<file path="src/hw/rtl/sisl_pkg.sv">
// ----------------------------------------------------------------------------
// sisl_pkg
// Shared constants, types and codes for the sorted insertion list block.
// ----------------------------------------------------------------------------
package sisl_pkg;

	localparam int LIST_DEPTH  = 16;
	localparam int VALUE_WIDTH = 32;
	localparam int POS_W       = $clog2(LIST_DEPTH);
	localparam int CNT_W       = $clog2(LIST_DEPTH + 1);
	localparam int OPC_W       = 2;

	typedef logic signed [VALUE_WIDTH-1:0] elem_t;
	typedef logic [POS_W-1:0]              pos_t;
	typedef logic [CNT_W-1:0]              cnt_t;

	typedef enum logic [OPC_W-1:0] {
		OP_INSERT = 2'd0,
		OP_COPY   = 2'd1,
		OP_SHOW   = 2'd2
	} op_t;

	typedef enum logic {
		ST_IDLE,
		ST_EMIT
	} ctrl_state_t;

	typedef struct packed {
		logic do_insert;
		logic do_copy;
		logic start_run;
		logic sel_snap;
		logic refused;
		logic step;
	} dp_cmd_t;

	typedef struct packed {
		logic main_full;
		logic run_last;
		logic out_free;
	} dp_sts_t;

endpackage

</file>
<file path="src/hw/rtl/sisl_ctrl.sv">
// ----------------------------------------------------------------------------
// sisl_ctrl
// Sequencer: takes one request at a time, issues list updates and steps the
// result run one entry per cycle while the output is free.
// ----------------------------------------------------------------------------
module sisl_ctrl (
	input  logic                       clk,
	input  logic                       arst_n,
	input  logic                       in_valid,
	output logic                       in_stall,
	input  logic [sisl_pkg::OPC_W-1:0] opcode,
	input  sisl_pkg::dp_sts_t          sts,
	output sisl_pkg::dp_cmd_t          cmd
);
	import sisl_pkg::*;

	ctrl_state_t state_q, state_d;

	always_ff @(posedge clk or negedge arst_n) begin
		if (!arst_n) begin
			state_q <= ST_IDLE;
		end else begin
			state_q <= state_d;
		end
	end

	always_comb begin
		state_d  = state_q;
		cmd      = '0;
		in_stall = 1'b1;
		case (state_q)
			ST_IDLE: begin
				in_stall = 1'b0;
				if (in_valid) begin
					case (opcode)
						OP_INSERT: begin
							cmd.do_insert = !sts.main_full;
							cmd.refused   = sts.main_full;
							cmd.start_run = 1'b1;
							state_d       = ST_EMIT;
						end
						OP_COPY: begin
							cmd.do_copy = 1'b1;
						end
						OP_SHOW: begin
							cmd.sel_snap  = 1'b1;
							cmd.start_run = 1'b1;
							state_d       = ST_EMIT;
						end
						default: begin
							state_d = ST_IDLE;
						end
					endcase
				end
			end
			ST_EMIT: begin
				if (sts.out_free) begin
					cmd.step = 1'b1;
					if (sts.run_last) begin
						state_d = ST_IDLE;
					end
				end
			end
			default: begin
				state_d = ST_IDLE;
			end
		endcase
	end

endmodule

</file>
<file path="src/hw/rtl/sisl_dp.sv">
// ----------------------------------------------------------------------------
// sisl_dp
// Datapath: sorted list with parallel compare-and-shift insert, snapshot
// copy, run index and output register.
// ----------------------------------------------------------------------------
module sisl_dp (
	input  logic                        clk,
	input  logic                        arst_n,
	input  sisl_pkg::elem_t             value,
	input  sisl_pkg::dp_cmd_t           cmd,
	output sisl_pkg::dp_sts_t           sts,
	output logic                        out_valid,
	input  logic                        out_stall,
	output sisl_pkg::elem_t             element,
	output logic [sisl_pkg::POS_W-1:0]  position,
	output logic                        last,
	output logic [sisl_pkg::CNT_W-1:0]  entry_count,
	output logic                        list_empty,
	output logic                        insert_refused
);
	import sisl_pkg::*;

	elem_t main_q [LIST_DEPTH];
	elem_t snap_q [LIST_DEPTH];
	cnt_t  main_cnt_q;
	cnt_t  snap_cnt_q;
	pos_t  idx_q;
	logic  sel_snap_q;
	logic  refused_q;
	logic  out_valid_q;

	logic [LIST_DEPTH-1:0] gt;
	cnt_t                  run_cnt;
	elem_t                 run_elem;
	logic                  run_empty;
	logic                  run_last;

	always_comb begin
		for (int k = 0; k < LIST_DEPTH; k++) begin
			gt[k] = (cnt_t'(k) < main_cnt_q) && (main_q[k] > value);
		end
	end

	always_ff @(posedge clk) begin
		if (cmd.do_insert) begin
			for (int k = 0; k < LIST_DEPTH; k++) begin
				if (k > 0 && gt[(k > 0) ? k - 1 : 0]) begin
					main_q[k] <= main_q[(k > 0) ? k - 1 : 0];
				end else if (gt[k] || cnt_t'(k) == main_cnt_q) begin
					main_q[k] <= value;
				end
			end
		end
		if (cmd.do_copy) begin
			for (int k = 0; k < LIST_DEPTH; k++) begin
				snap_q[k] <= main_q[k];
			end
		end
	end

	always_ff @(posedge clk or negedge arst_n) begin
		if (!arst_n) begin
			main_cnt_q <= '0;
			snap_cnt_q <= '0;
		end else begin
			if (cmd.do_insert) begin
				main_cnt_q <= main_cnt_q + cnt_t'(1);
			end
			if (cmd.do_copy) begin
				snap_cnt_q <= main_cnt_q;
			end
		end
	end

	always_ff @(posedge clk or negedge arst_n) begin
		if (!arst_n) begin
			idx_q      <= '0;
			sel_snap_q <= 1'b0;
			refused_q  <= 1'b0;
		end else if (cmd.start_run) begin
			idx_q      <= '0;
			sel_snap_q <= cmd.sel_snap;
			refused_q  <= cmd.refused;
		end else if (cmd.step) begin
			idx_q <= idx_q + pos_t'(1);
		end
	end

	assign run_cnt   = sel_snap_q ? snap_cnt_q : main_cnt_q;
	assign run_elem  = sel_snap_q ? snap_q[idx_q] : main_q[idx_q];
	assign run_empty = (run_cnt == '0);
	assign run_last  = run_empty || ((cnt_t'(idx_q) + cnt_t'(1)) == run_cnt);

	always_ff @(posedge clk or negedge arst_n) begin
		if (!arst_n) begin
			out_valid_q <= 1'b0;
		end else if (cmd.step) begin
			out_valid_q <= 1'b1;
		end else if (!out_stall) begin
			out_valid_q <= 1'b0;
		end
	end

	always_ff @(posedge clk) begin
		if (cmd.step) begin
			element        <= run_empty ? elem_t'(0) : run_elem;
			position       <= idx_q;
			last           <= run_last;
			entry_count    <= run_cnt;
			list_empty     <= run_empty;
			insert_refused <= refused_q;
		end
	end

	assign out_valid     = out_valid_q;
	assign sts.main_full = (main_cnt_q == cnt_t'(LIST_DEPTH));
	assign sts.run_last  = run_last;
	assign sts.out_free  = !out_valid_q || !out_stall;

endmodule

</file>
<file path="src/hw/rtl/sorted_insert_list_with_snapshot_core.sv">
// ----------------------------------------------------------------------------
// sorted_insert_list_with_snapshot_core
// Sorted insertion list with snapshot copy: inserts keep ascending order,
// insert and show requests return the list as a run of results.
// ----------------------------------------------------------------------------
// The first result passes the state register, then the output register.
// New requests wait until a run of N results (N = entries shown, at least
// 1) ends, one entry per cycle from the single read port unless stalled.
// Reset clears both entry counts; stored entries are not cleared.
// ----------------------------------------------------------------------------
module sorted_insert_list_with_snapshot_core (
	input  logic                        clk,
	input  logic                        arst_n,
	input  logic                        in_valid,
	output logic                        in_stall,
	input  logic [sisl_pkg::OPC_W-1:0]  opcode,
	input  sisl_pkg::elem_t             value,
	output logic                        out_valid,
	input  logic                        out_stall,
	output sisl_pkg::elem_t             element,
	output logic [sisl_pkg::POS_W-1:0]  position,
	output logic                        last,
	output logic [sisl_pkg::CNT_W-1:0]  entry_count,
	output logic                        list_empty,
	output logic                        insert_refused
);
	import sisl_pkg::*;

	dp_cmd_t cmd;
	dp_sts_t sts;

	sisl_ctrl u_ctrl (
		.clk      (clk),
		.arst_n   (arst_n),
		.in_valid (in_valid),
		.in_stall (in_stall),
		.opcode   (opcode),
		.sts      (sts),
		.cmd      (cmd)
	);

	sisl_dp u_dp (
		.clk            (clk),
		.arst_n         (arst_n),
		.value          (value),
		.cmd            (cmd),
		.sts            (sts),
		.out_valid      (out_valid),
		.out_stall      (out_stall),
		.element        (element),
		.position       (position),
		.last           (last),
		.entry_count    (entry_count),
		.list_empty     (list_empty),
		.insert_refused (insert_refused)
	);

endmodule
</file>
<file path="config.mk">
export PLATFORM = sky130hd
export DESIGN_NAME = sorted_insert_list_with_snapshot_core
export DESIGN_NICKNAME = d
export VERILOG_FILES = /design/src/hw/rtl/sisl_pkg.sv /design/src/hw/rtl/sisl_ctrl.sv /design/src/hw/rtl/sisl_dp.sv /design/src/hw/rtl/sorted_insert_list_with_snapshot_core.sv
export SDC_FILE = /design/constraint.sdc
export NUM_CORES = 2
export LEC_CHECK = 0
export ABC_CLOCK_PERIOD_IN_PS = 35300
export BUFFER_PORTS_ARGS = -buffer_cell sky130_fd_sc_hd__buf_2
export CORE_UTILIZATION = 51
export CTS_BUF_LIST = sky130_fd_sc_hd__clkbuf_4 sky130_fd_sc_hd__clkbuf_8
export DETAILED_ROUTE_END_ITERATION = 7
export PLACE_DENSITY = 0.67
export SLEW_MARGIN = 20
export SYNTH_ARGS = -nofsm -noshare
export SYNTH_HDL_FRONTEND = slang
export SYNTH_SLANG_ARGS = --single-unit
export TNS_END_PERCENT = 30
</file>
<file path="constraint.sdc">
create_clock -name clk -period 35.3 [get_ports clk]
set_input_delay 3.53 -clock clk [delete_from_list [all_inputs] [get_ports clk]]
set_output_delay 3.53 -clock clk [all_outputs]
set_load 0.02 [all_outputs]
</file>
# Word-level counts from Yosys, hierarchy flattened
# Memories as Yosys holds them, arrays and structs flattened.
# Index checks and enable logic that the tools add are counted.
# Widths: inputs -> output; s select.
[totals]
register_bits = 62
ram_bits = 1024
inputBits = 38
output_inout_bits = 46
n_memories = 2
[classes]
addsub = 3
order_cmp = 32
eq_ne = 20
n_mux = 145
bitwise_logic = 16
n_reduce_logical = 42
[mem_list]
columns = ["name", "depth", "width", "read_ports", "rd_ports_with_merged_regs", "write_ports", "line", "rtl"]
rows = [
  ["u_dp.main_q", 16, 32, 17, 0, 16, "sisl_dp.sv:23", "elem_t main_q [LIST_DEPTH];"],
  ["u_dp.snap_q", 16, 32, 1, 0, 16, "sisl_dp.sv:24", "elem_t snap_q [LIST_DEPTH];"],
]
[op_table]
columns = ["op", "count"]
rows = [
  ["$gt 32x32->1", 16],
  ["$mux 32", 16],
  ["$mux 1", 123],
  ["$eq 4x5->1 const A", 8],
  ["$lt 4x5->1 const A", 8],
  ["$eq 3x5->1 const A", 4],
  ["$lt 3x5->1 const A", 4],
  ["$logic_or 1x1->1", 18],
  ["$logic_and 1x1->1", 16],
  ["$mux 5", 3],
  ["$or 1x1->1", 15],
  ["$eq 2x5->1 const A", 2],
  ["$logic_not 5->1", 2],
  ["$lt 1x5->1 const A", 2],
  ["$lt 2x5->1 const A", 2],
  ["$mux 4", 2],
  ["$add 4x1->5 const B", 1],
  ["$add 5x1->5 const B", 1],
  ["$eq 1x5->1 const A", 1],
  ["$eq 5x5->1", 1],
  ["$eq 5x5->1 const B", 1],
  ["$add 4x1->4 const B", 1],
  ["$logic_not 1->1", 3],
  ["$eq 2x1->1 const B", 1],
  ["7 further kinds", 7],
]

# Longest topological paths before layout
[depth]
ltp_word = 8
mapped_depth = 12
ltp_nobuf = 10

# By module
# From an unflattened synthesis, not the netlist that was laid out.
[hier_totals]
cells_unflattened = 3636
hier_area_um2 = 58608.7
[by_module_without_submodules]
columns = ["mod", "n_inst", "cells_per_inst", "area_each_um2"]
rows = [
  ["sisl_dp", 1, 3626, 58501.1],
  ["sisl_ctrl", 1, 10, 107.6],
]

# Least setup slack after synthesis
# No wires, ideal clock.
[synth_path]
kind = "input to register"
start = "input opcode[0] (netlist name)"
end = "register u_dp.snap_cnt_q[0]"
setup_ns = 0.143
arrival_time_ns = 19.594
path_slack_ns = 15.563
cell_stages = 3
n_path_buf = 1
cell_sequence = "nor4bb_1 -> clkbuf_1 -> mux2_2"
[synth_rtl]
columns = ["item", "line", "rtl"]
rows = [
  ["start: declaration", "sorted_insert_list_with_snapshot_core.sv:16", "input logic [sisl_pkg::OPC_W-1:0] opcode,"],
  ["end signal: assignment", "sisl_dp.sv:70", "snap_cnt_q <= main_cnt_q;"],
  ["end: declaration", "sisl_dp.sv:26", "cnt_t snap_cnt_q;"],
]

==> reports/results.ini <==
[yosys]
yosysUniqueCellTypes = 83
post_synth_inst_count = 4178
yosys_register_bits = 1086
dominantRegCellSynth = edfxtp_1
synth_warnings = 0
ys_seq_area_share_pct = 54.7
synthesis.area_mm2 = 0.0594
synthArstFlopShare_pct = 1.66
most_numerous_cell_in_the_yosys_netlist = edfxtp_1
yosys-top-cells-count = edfxtp_1, ha_1, mux2_2
netlist.top_cell.by_area = edfxtp_1
synth_enable_flop_cells = 1068
synth.area.top_cells = edfxtp_1, ha_1, mux2_2
synth_top_cell_area_share_pct = 54.0
synth.net_count = 4732
postSynthAreaPerCell_um2 = 14.2

[layout]
fin_nets = 4871
area.sequential_mm2 = 0.0325
layout_area_growth_over_synthesis_pct = 9.90
fillCellCount = 9240
stdcell_area_mm2 = 0.0653
layout-drive-gt1-share_pct = 25.5
instances_no_fill = 5978
multiInputGateArea_mm2 = 0.0260

[cts]
cts.htree.levels = 4
clk_pin_slew_worst_paths_ns = 0.06
cts_num_sinks = 1086
ctsResizeCount = 0
post_cts_buffers = 0
cts_tree = done
cts_hold_repair.buffers = 0
cts-buffers-inserted = 185
clk_path_buf_depth = 3
cts_root_buffer = clkbuf_8
clk_latency_ns = 0.90

[min_path]
hold_path_depth = 0
hold_end = u_dp.snap_q[15][0]$_DFFE_PP_
hold_path.class = reg -> reg
hp-start = u_dp.main_q[15][0]$_DFFE_PP_

[global_routing]
initial_antenna_violation_count = 5
grt_first_pass_wirelength_mm = 289
via_count_of_the_first_global_routing_pass = 38695
grt_util_all_layers_pct = 34.8
globalRouteOverflowTotal = 0
grt_start_max_net_pins = 168

[sta]
grt_setup_unrepaired = no
finalHoldViolations = 0
timing.max_slew.rel_slack_pct = 13.3
setup_violations = 0
finalCritPeriodShare_pct = 23.3
time_the_worst_path_needs_with_i_o_delays_and_setup_ns = 8.24
worstMarginPinSlew_ns = 1.27
fin_worst_skew_ns = 0.0444
max_freq_ghz = 0.121
slew_violations = 0
timing.setup.tns_ns = 0
timing.final.ws_setup_ns = 27.06

[drt]
drt-total-wl_mm = 205
detailroute.via_count = 41115
drc = 0
antenna_violating_nets_remaining = 0
detail_route.vias_per_cell = 6.88
drt-wirelength-per-cell_um = 34.3
drt_pass1_iterations = 6
drt_first_iter_violations = 5724

[worst_setup_path]
crit_path_start_kind = input port
critPathMaxFanout = 17
path_buf_inv = 3
regToRegEndpoint = u_dp.main_q[1][7]$_DFFE_PP_
critical_path.endpoint_type = register
path_class = in -> reg
critical-path-top-delay-family = compound AO/OA/AOI/OAI gates
crit_path_max_incr_delay_ns = 1.28
critical-path-slowest-cell = a2111oi_0
path_cells = buf_2, inv_1, ha_1, nand4_1, a2111oi_0, o31a_1, nor4_1, mux2_2, nand2_1, o21a_2, buf_4
crit_arrival_ns = 8.75
setup.reg_to_reg.worst_slack_ns = 30.00
critPathRequiredTime_ns = 35.82
worstRegToRegCells = 10
critical_path.reg2reg.startpoint = u_dp.main_q[0][31]$_DFFE_PP_

[flow_run]
cap_viol_max_count = 0

[place]
dpl-instance-area_mm2 = 0.0617
dp_hpwl_mm = 140
buffer_ports.inserted = 83
dpl_worst_slack_ns = 26.40
placed_cells = 5641
place_congestion = 1.02

[floorplan]
floorplan.rows = 124
core_area_mm2 = 0.115
number_of_i_o_pins = 84
fp.dieH_um = 343
die-width_um = 343
start_util_pct = 51.7
die_area_mm2 = 0.118

[run_status]
run_status = completed

[power_and_ir_drop]
post-layout-total-power_uw = 3930
ir_worst_vdd_uv = 135
power_density_mw_per_mm2 = 60.2
cellLeakagePower_uw = 0.0233

## cells in the final DEF, fill, tap and decap left out, types with 13 or more instances in the layout
master,synthesis,final
inv_1,72,71
nor3_1,14,13
nor4_1,27,26
nand2_1,175,174
edfxtp_1,1068,1068
mux2_2,510,510
a21oi_1,287,281
mux4_2,128,128
mux2i_1,196,196
nand3_1,94,93
a22oi_1,66,66
buf_4,6,74
clkbuf_8,0,194
clkinv_1,0,54
ha_1,516,516
a211oi_1,16,16
mux2_1,41,41
nand4_1,93,93
nor2b_1,17,16
clkinv_2,0,20
a31oi_1,19,13
o21ai_0,227,226
clkbuf_4,0,53
a21o_1,24,24
and4_1,13,13
buf_2,42,83
a221oi_1,76,76
dfrtp_1,18,13
o211ai_1,26,26
nor2_1,84,84
## stage by stage
| stage | hold WS [ns] | utilization (%) |
|---|---|---|
| floorplan | 0.423 | - |
| global placement | 0.433 | 53.6 |
| detailed placement | 0.437 | 53.6 |
| CTS | 0.452 | 56.8 |
| global route | 0.474 | 56.8 |
| finish | 0.454 | 56.8 |
## per-layer routing
layer | track usage (%) | part of all wire (%)
met1 | 50.9 | 42
met2 | 50.6 | 43
met3 | 7.38 | 11
met4 | 13.8 | 4.2
met5 | 0 | 0.013
## layout make-up
class / instances / area share, %
inverters: 73 / 0.422
clock inverters: 86 / 0.772
well taps: 1512 / 2.90
multi-input cells: 2811 / 39.8
flip-flops and latches: 1086 / 49.8
clock buffers: 247 / 4.70
repair buffers: 160 / 1.59
diodes: 3 / 0.0115
## kinds of logic after synthesis
logic type	Yosys count	synth area share, %
buffers and inverters	281	2.02
adder cells (fa/ha/maj)	516	10.9
AND/OR/NAND/NOR	585	5.04
XOR/XNOR	11	0.162
multiplexers	875	18.6
AO/OA/AOI/OAI	824	8.57
flip-flops	1086	54.7
## worst reg2reg max path, stage by stage (launching register included)
cell and delay [ns]:
edfxtp_1 0.52, ha_1 0.42, nand4_1 0.25, nor4_1 0.74, or3b_2 0.51, o22ai_1 0.16
nor3_1 0.08, o211ai_1 0.49, nand3_2 0.98, buf_4 0.59, mux2_2 0.31
## report_power, final
part | switching [uW] | leakage, uW | total (uW) | internal (uW)
Sequential | 125 | 0.00992 | 1680 | 1550
Combinational | 682 | 0.0115 | 1120 | 443
Clock | 538 | 0.00189 | 1120 | 587
Total | 1340 | 0.0233 | 3930 | 2580
## worst max path at each step
stage,endpoint,cells past startpoint,startpoint
4_1_cts,u_dp.main_q[1][7]$_DFFE_PP_,12,value[30]
3_5_place_dp,u_dp.main_q[1][1]$_DFFE_PP_,12,value[29]
6_report,u_dp.main_q[8][14]$_DFFE_PP_,11,value[14]
3_3_place_gp,u_dp.main_q[1][7]$_DFFE_PP_,12,value[29]
2_1_floorplan,u_dp.snap_cnt_q[0]$_DFFE_PN0P_,3,opcode[0]
5_1_grt,u_dp.main_q[1][10]$_DFFE_PP_,12,value[29]
## state kept, by name (all words and copies together), names as in the netlist, 4 cells and up
name / flops
u_dp.snap_cnt_q: 5
u_dp.main_q: 512
u_dp.element: 32
u_dp.snap_q: 512
u_dp.entry_count: 5
u_dp.position: 4
u_dp.idx_q: 4
u_dp.main_cnt_q: 5
No activity file was read; power rests on OpenSTA's default activity.
